==> config.mk <==
export PLATFORM = sky130hd
export DESIGN_NAME = tlic_row
export DESIGN_NICKNAME = d
export VERILOG_FILES = /design/src/tlic_pkg.sv /design/src/tlic_row.sv
export SDC_FILE = /design/constraint.sdc
export NUM_CORES = 2
export LEC_CHECK = 0
export BUFFER_PORTS_ARGS = -buffer_cell sky130_fd_sc_hd__buf_2
export CAP_MARGIN = 20
export CELL_PAD_IN_SITES_DETAIL_PLACEMENT = 1
export CELL_PAD_IN_SITES_GLOBAL_PLACEMENT = 1
export CORE_MARGIN = 4
export CORE_UTILIZATION = 53
export DETAILED_ROUTE_END_ITERATION = 12
export PLACE_DENSITY_LB_ADDON = 0.1
export SLEW_MARGIN = 15
export SYNTH_ARGS = -nofsm -noshare
export SYNTH_HDL_FRONTEND = slang
export SYNTH_SLANG_ARGS = --single-unit
==> constraint.sdc <==
create_clock -name clk_i -period 13.68 [get_ports clk_i]
set_input_delay 1.368 -clock clk_i [delete_from_list [all_inputs] [get_ports clk_i]]
set_output_delay 1.368 -clock clk_i [all_outputs]
set_load 0.02 [all_outputs]
==> src/tlic_pkg.sv <==
package tlic_pkg;

  localparam int unsigned INDEX_BITS_DEF = 24;
  localparam int unsigned LEVELS_W       = 10;
  localparam int unsigned SRCH_W         = 12;
  localparam int unsigned PROD_W         = 38;
  localparam int unsigned ROWP_W         = 28;
  localparam int unsigned COL6_W         = 15;
  localparam int unsigned RCP_W          = 29;
  localparam int unsigned RECIP6         = 10923;
  localparam int unsigned Q16_SHIFT      = 17;
  localparam int unsigned DIV_N_W        = SRCH_W + Q16_SHIFT + 1;
  localparam int unsigned DIV_D_W        = LEVELS_W + 1;
  localparam int unsigned SMALL_W        = 9;
  localparam int unsigned XY_W           = 25;
  localparam int unsigned Z_W            = 26;
  localparam int unsigned Z_ONE          = 65536;
  localparam int unsigned OUT_W          = 1 + 3 * SMALL_W + 2 * XY_W + Z_W;

  typedef struct packed {
    logic [SRCH_W-1:0] m;
    logic [PROD_W-1:0] t6;
    logic [PROD_W-1:0] idx6;
  } layer_t;

  typedef struct packed {
    logic [SRCH_W-1:0]  m;
    logic [PROD_W-1:0]  r6;
    logic [SRCH_W+1:0]  k21;
    logic [SRCH_W-1:0]  i;
    logic [ROWP_W-1:0]  w;
  } row_t;

  typedef struct packed {
    logic [SRCH_W-1:0] m;
    logic [SRCH_W-1:0] i;
    logic [SRCH_W-1:0] col;
    logic              neg;
  } ctx_t;

endpackage

==> src/tlic_row.sv <==
module tlic_row (
  input  logic             clk_i,
  input  logic             rst_ni,
  input  logic             en_i,
  input  logic             valid_i,
  input  tlic_pkg::layer_t data_i,
  output logic             valid_o,
  output tlic_pkg::ctx_t   data_o
);

  localparam int unsigned SW = tlic_pkg::SRCH_W;
  localparam int unsigned PW = tlic_pkg::PROD_W;
  localparam int unsigned RW = tlic_pkg::ROWP_W;
  localparam int unsigned CW = tlic_pkg::COL6_W;
  localparam int unsigned MW = tlic_pkg::RCP_W;

  logic           v0_q;
  tlic_pkg::row_t r0_q;
  logic           vs_q [SW];
  tlic_pkg::row_t rs_q [SW];
  logic           vf_q;
  logic [SW-1:0]  fm_q, fi_q;
  logic [CW-1:0]  col6_q;
  logic           vo_q;
  tlic_pkg::ctx_t o_q;

  always_ff @(posedge clk_i or negedge rst_ni) begin
    if (!rst_ni) begin
      v0_q <= 1'b0;
    end else if (en_i) begin
      v0_q <= valid_i;
    end
  end

  always_ff @(posedge clk_i) begin
    if (en_i) begin
      r0_q.m   <= data_i.m;
      r0_q.r6  <= data_i.idx6 - data_i.t6;
      r0_q.k21 <= {1'b0, data_i.m, 1'b0} + (SW + 2)'(3);
      r0_q.i   <= '0;
      r0_q.w   <= '0;
    end
  end

  for (genvar s = 0; s < SW; s++) begin : g_step
    tlic_pkg::row_t prev;
    logic           prev_v;
    logic [SW-1:0]  c;
    logic [SW+1:0]  val;
    logic [RW-1:0]  prod;
    logic [RW-1:0]  w;
    tlic_pkg::row_t nxt;

    if (s == 0) begin : g_first
      assign prev_v = v0_q;
      assign prev   = r0_q;
    end else begin : g_next
      assign prev_v = vs_q[s-1];
      assign prev   = rs_q[s-1];
    end

    assign c    = prev.i | (SW'(1) << (SW - 1 - s));
    assign val  = prev.k21 - (SW + 2)'(c);
    assign prod = RW'(c) * RW'(val);
    assign w    = (prod << 1) + prod;

    always_comb begin
      nxt = prev;
      if ((c <= prev.m) && (PW'(w) <= prev.r6)) begin
        nxt.i = c;
        nxt.w = w;
      end
    end

    always_ff @(posedge clk_i or negedge rst_ni) begin
      if (!rst_ni) begin
        vs_q[s] <= 1'b0;
      end else if (en_i) begin
        vs_q[s] <= prev_v;
      end
    end

    always_ff @(posedge clk_i) begin
      if (en_i) begin
        rs_q[s] <= nxt;
      end
    end
  end

  always_ff @(posedge clk_i or negedge rst_ni) begin
    if (!rst_ni) begin
      vf_q <= 1'b0;
      vo_q <= 1'b0;
    end else if (en_i) begin
      vf_q <= vs_q[SW-1];
      vo_q <= vf_q;
    end
  end

  always_ff @(posedge clk_i) begin
    if (en_i) begin
      fm_q     <= rs_q[SW-1].m;
      fi_q     <= rs_q[SW-1].i;
      col6_q   <= CW'(rs_q[SW-1].r6 - PW'(rs_q[SW-1].w));
      o_q.m    <= fm_q;
      o_q.i    <= fi_q;
      o_q.col  <= SW'((MW'(col6_q) * MW'(tlic_pkg::RECIP6)) >> 16);
      o_q.neg  <= 1'b0;
    end
  end

  assign valid_o = vo_q;
  assign data_o  = o_q;

endmodule

# Word-level counts from Yosys, hierarchy flattened

Memories as Yosys holds them, arrays and structs flattened.
Index checks and enable logic that the tools add are counted.

Word-level logic and storage cells: 114
Output and inout bits: 38
Bits of input ports: 92
Memories: 1
Bits in writable memories: 1248
Bits in registers: 154

Memory list:

| name | depth | width | read ports | clocked after memory_dff | write ports | line           | source |
|---|---|---|---|---|---|---|---|
| rs_q | 12    | 104   | 12         | 0                        | 12          | tlic_row.sv:20 | `tlic_pkg::row_t rs_q [SW];` |

Order comparisons: 24
Mux-type cells: 14
Add/subtract/negate cells: 27
Multipliers: 12
Reductions and logical operators: 12

Operator list:

| cell                                                 | count |
|---|---|
| <= comparator 28 x 38 -> 1 bit                       | 11 |
| adder 27 x 26 -> 28 bit                              | 11 |
| multiplier 12 x 14 -> 26 bit                         | 11 |
| subtractor 14 x 12 -> 14 bit                         | 11 |
| <= comparator 12 bit                                 | 11 |
| 2-to-1 mux 40 bit                                    | 1 |
| 2-to-1 mux 39 bit                                    | 1 |
| <= comparator 27 x 38 -> 1 bit                       | 1 |
| 2-to-1 mux 38 bit                                    | 1 |
| subtractor 38 bit                                    | 1 |
| 2-to-1 mux 37 bit                                    | 1 |
| 2-to-1 mux 36 bit                                    | 1 |
| 2-to-1 mux 35 bit                                    | 1 |
| 2-to-1 mux 34 bit                                    | 1 |
| 2-to-1 mux 33 bit                                    | 1 |
| 2-to-1 mux 32 bit                                    | 1 |
| 2-to-1 mux 31 bit                                    | 1 |
| 2-to-1 mux 30 bit                                    | 1 |
| 2-to-1 mux 29 bit                                    | 1 |
| multiplier 15 x 14 -> 28 bit (second input constant) | 1 |
| adder 26 x 25 -> 27 bit                              | 1 |
| subtractor 15 bit                                    | 1 |
| adder 13 x 2 -> 14 bit (second input constant)       | 1 |
| subtractor 14 x 12 -> 14 bit (second input constant) | 1 |
| other kinds (3)                                      | 15 |

# Logic depth before layout (Yosys ltp)

An unclocked memory read counts as a cell.

Depth after elaboration: 7
Depth in mapped cells: 51
Depth with buffers taken out: 48

# Least setup slack after synthesis

OpenSTA, ideal clock, no wires.

Path kind: reg2reg
From: mem rs_q[2][238] (netlist bit)
To: mem rs_q[2][319] (netlist bit), data pin
Arrival: 10.916 ns
Buffers on the path: 4
Cell stages (with the launch flop): 47
Period minus slack after synthesis: 11.176 ns
Required time: 13.420 ns
Library setup time: 0.260 ns
Path slack: 2.504 ns
Cell sequence: edfxtp_1 -> clkbuf_1 -> inv_1 -> ha_1 -> nor2b_1 -> o21ai_0 -> a21boi_0 -> o21ai_0 -> a21boi_0 -> o21ai_0 -> a21oi_1 -> o21a_1 -> o41ai_2 -> buf_2 -> mux2_2 -> fa_1 -> inv_1 -> fa_1 -> [11 not listed] -> xnor2_1 -> ha_1 -> and3_1 -> a211oi_1 -> o31ai_2 -> a221oi_2 -> mux2i_1 -> o2111ai_1 -> ha_1 -> nand4_1 -> nor4_1 -> nand4_1 -> or4_1 -> nand3_1 -> o22a_1 -> buf_2 -> buf_2 -> mux2_2

RTL lines:

| element     | line |
|---|---|
| from (decl) | tlic_row.sv:20 |

==> results.py <==
metrics = {
    "clock_tree": {
        "htreeDepth": 3,
        "cts_tree": "built",
        "hold_buffers": 0,
        "clock_sinks": 1054,
        "root_buffer": "clkbuf_16",
        "clk_pin_slew_ps": 60,
        "postCtsSetupBuffers": 0,
        "clk-insertion-delay-late_ps": 800,
        "clockBufferDepth": 3,
        "cts_buffers": 118,
        "cts_resized": 0,
    },
    "place": {
        "hpwl_mm": 216,
        "placedInstanceArea_um2": 101000,
        "gp_congestion": 0.920,
        "portBuffers": 128,
        "dp.cells": 11645,
    },
    "worst_setup_path": {
        "max_stage_delay_ps": 750,
        "slowest_stage": "edfxtp_1",
        "cp-start-kind": "flip-flop",
        "crit_required_ps": 14150,
        "crit_top_cell": "fa_1",
        "cp.arrival_ps": 13040,
        "worst_r2r_startpoint": "rs_q[2][238]",
        "r2r_slack_ps": 1110,
        "reg2regPathDepth": 43,
        "worst-path-max-fanout": 16,
        "rr_endpoint": "rs_q[2][315]",
        "end_kind": "flip-flop",
        "crit_type": "flip-flop to flip-flop",
    },
    "sta": {
        "setup_tns_ps": 0,
        "relSlewSlack": 0.238,
        "setup_viol": 0,
        "hold_viol_final": 0,
        "slew_viol_final": 0,
        "fin_worst_skew_ps": 95.9,
        "fin_crit_ps": 12570,
        "rsz0062_at_grt": "false",
        "worst_slew_pin_slew_ps": 1140,
        "post-route-period-util": 0.919,
        "max_freq_ghz": 0.0795,
        "hold_ws_ps": 395,
    },
    "synthesis": {
        "synth_top_area_frac": 0.322,
        "synth_nets": 11490,
        "ys.flop_type": "edfxtp_1",
        "ys_async_sr_fraction": 0.0142,
        "synthTopCellsByArea": "edfxtp_1 (32%), ha_1 (19%), fa_1 (15%), inv_1 (6.3%), xnor2_1 (3.1%)",
        "synth.largest_area_cell": "edfxtp_1",
        "yosysUniqueCellTypes": 102,
        "ys_warn_count": 0,
        "synth_seq_area_share": 0.326,
        "synth_edf_count": 1039,
        "syn_area_um2": 96900,
        "syn_avg_cell_area_um2": 10.5,
        "syn-instance-count": 9190,
        "synth_seq_cells": 1054,
    },
    "route": {
        "wl_per_cell_um": 22.6,
        "wl_mm": 268,
        "via_per_inst": 5.74,
        "postRouteAntennaNets": 0,
        "drt-pass1-iter-count": 5,
        "vias": 68167,
        "drc_errors": 0,
        "drt-initial-drc-count": 3906,
    },
    "floorplanning": {
        "floorplan.initialDensity": 0.534,
        "io_pins": 130,
        "die_x_um": 436,
        "num_rows": 156,
        "dieArea_um2": 190000,
        "coreArea_um2": 181000,
        "fp.dieH_um": 436,
    },
    "global_routing": {
        "grt_pass1_vias": 74487,
        "grt_usage": 0.283,
        "grt_pass1_wl_mm": 423,
        "grt-ovfl-total": 0,
        "grt_antenna_before_repair": 6,
        "grt_max_degree": 165,
    },
    "outcome": {
        "outcome": "complete, no violations",
    },
    "job": {
        "cap_violations": 0,
    },
    "layout": {
        "final_cells": 11874,
        "area.growth.synth_to_final_pct": 8.12,
        "final_area_um2": 105000,
        "drive_gt1_frac": 0.0582,
        "nNetsFinal": 11697,
        "mostFrequentLayoutCells": "inv_1 (1626), ha_1 (1464), edfxtp_1 (1039)",
        "num-fill-cells": 19529,
        "final_common_cell": "inv_1",
    },
    "hold_path": {
        "whs_path_depth": 0,
        "hp-class": "flip-flop to flip-flop",
        "holdCritStartpoint": "rs_q[2][271]",
        "holdPathEnd": "rs_q[2][375]",
    },
}
## cells in the mapped netlist, drive strengths merged, types with 15 or more instances
master / instances
nand3: 112
a21o: 251
and2: 260
nor2: 441
o211ai: 33
o21bai: 78
a211o: 24
xnor2: 345
or3: 46
o21a: 91
a31oi: 33
o21ai: 267
nand2b: 87
mux2i: 30
inv: 1629
a211oi: 49
a21oi: 431
nor3: 122
dfrtp: 15
or4: 19
and3: 57
fa: 744
clkbuf: 110
a2111oi: 17
o31ai: 16
nand2: 665
a21boi: 43
mux2: 108
nor2b: 88
xor2: 116
or2: 15
edfxtp: 1039
nor4: 60
nand4: 72
ha: 1464
## kinds of logic (layout without fill, tap and decap cells)
kind of cell	count (synthesis)	in the layout	share of synthesized area
adders and majority gates	2210	2210	0.343
xor gates and xnor gates	462	462	0.0421
DFF	1054	1054	0.326
muxes	138	138	0.0158
and+or+nand+nor	2099	2099	0.106
AOI/OAI and AO/OA	1477	1477	0.0995
other	1	6	0.0000387
buffers and inverters	1749	2058	0.0679
## flip-flops by register name, indices dropped and copies added (netlist names)
signal and cells:
vs_q 1, valid_o 1, fi_q 12, rs_q 901
fm_q 12, vf_q 1, g_step.prev_v 12, col6_q 15
data_o 36, g_step.nxt 63
## how the worst max path moves through the flow
stage	endpoint	slack [ps]	startpoint	cells after the start
detailed placement	rs_q[2][319]	1190	rs_q[2][238]	43
global placement	rs_q[2][326]	1530	rs_q[2][238]	41
finish	rs_q[2][315]	1110	rs_q[2][238]	43
CTS	rs_q[2][317]	1090	rs_q[2][238]	43
floorplan	rs_q[2][319]	2500	rs_q[2][238]	46
global route	rs_q[2][319]	240	rs_q[2][239]	42
## final cells by class
class                      count  area (µm²)  area share
multi-input combinational   6387       58700       0.561
inverter                    1630        6120      0.0584
tap                         2370        2970      0.0283
sequential                  1054       31600       0.301
clock inverter                88        1060      0.0101
clock buffer                 134        3010      0.0288
antenna                        5        12.5    0.000119
timing repair buffer         206        1270      0.0122
## layer usage
metal / vias to the layer above / track usage / routed length (µm)
li1: 31796 / - / -
met1: 34685 / 0.363 / 113000
met2: 1241 / 0.502 / 135000
met3: 441 / 0.0273 / 9120
met4: 4 / 0.0944 / 10100
met5: - / 0 / 23
## metrics by stage
| step | setup WS, ps | util |
|---|---|---|
| global placement | 1530 | 0.555 |
| detailed placement | 1190 | 0.555 |
| CTS | 1090 | 0.578 |
| global route | 243 | 0.578 |
| finish | 1110 | 0.578 |
| floorplan | 2500 | - |
## worst max-delay path: cells and delay by family, from the launching register on
| kind | cells | cell delay, ps |
|---|---|---|
| adder cells (fa/ha/maj) | 9 | 3770 |
| AO/OA/AOI/OAI | 15 | 3530 |
| AND/OR/NAND/NOR | 11 | 2960 |
| flip-flops | 1 | 750 |
| multiplexers | 2 | 650 |
| buffers and inverters | 5 | 430 |
| XOR/XNOR | 1 | 230 |
Power is left out: the tool's default activity adds up to more than one toggle a clock period on the data nets, which glitch-free logic cannot reach.
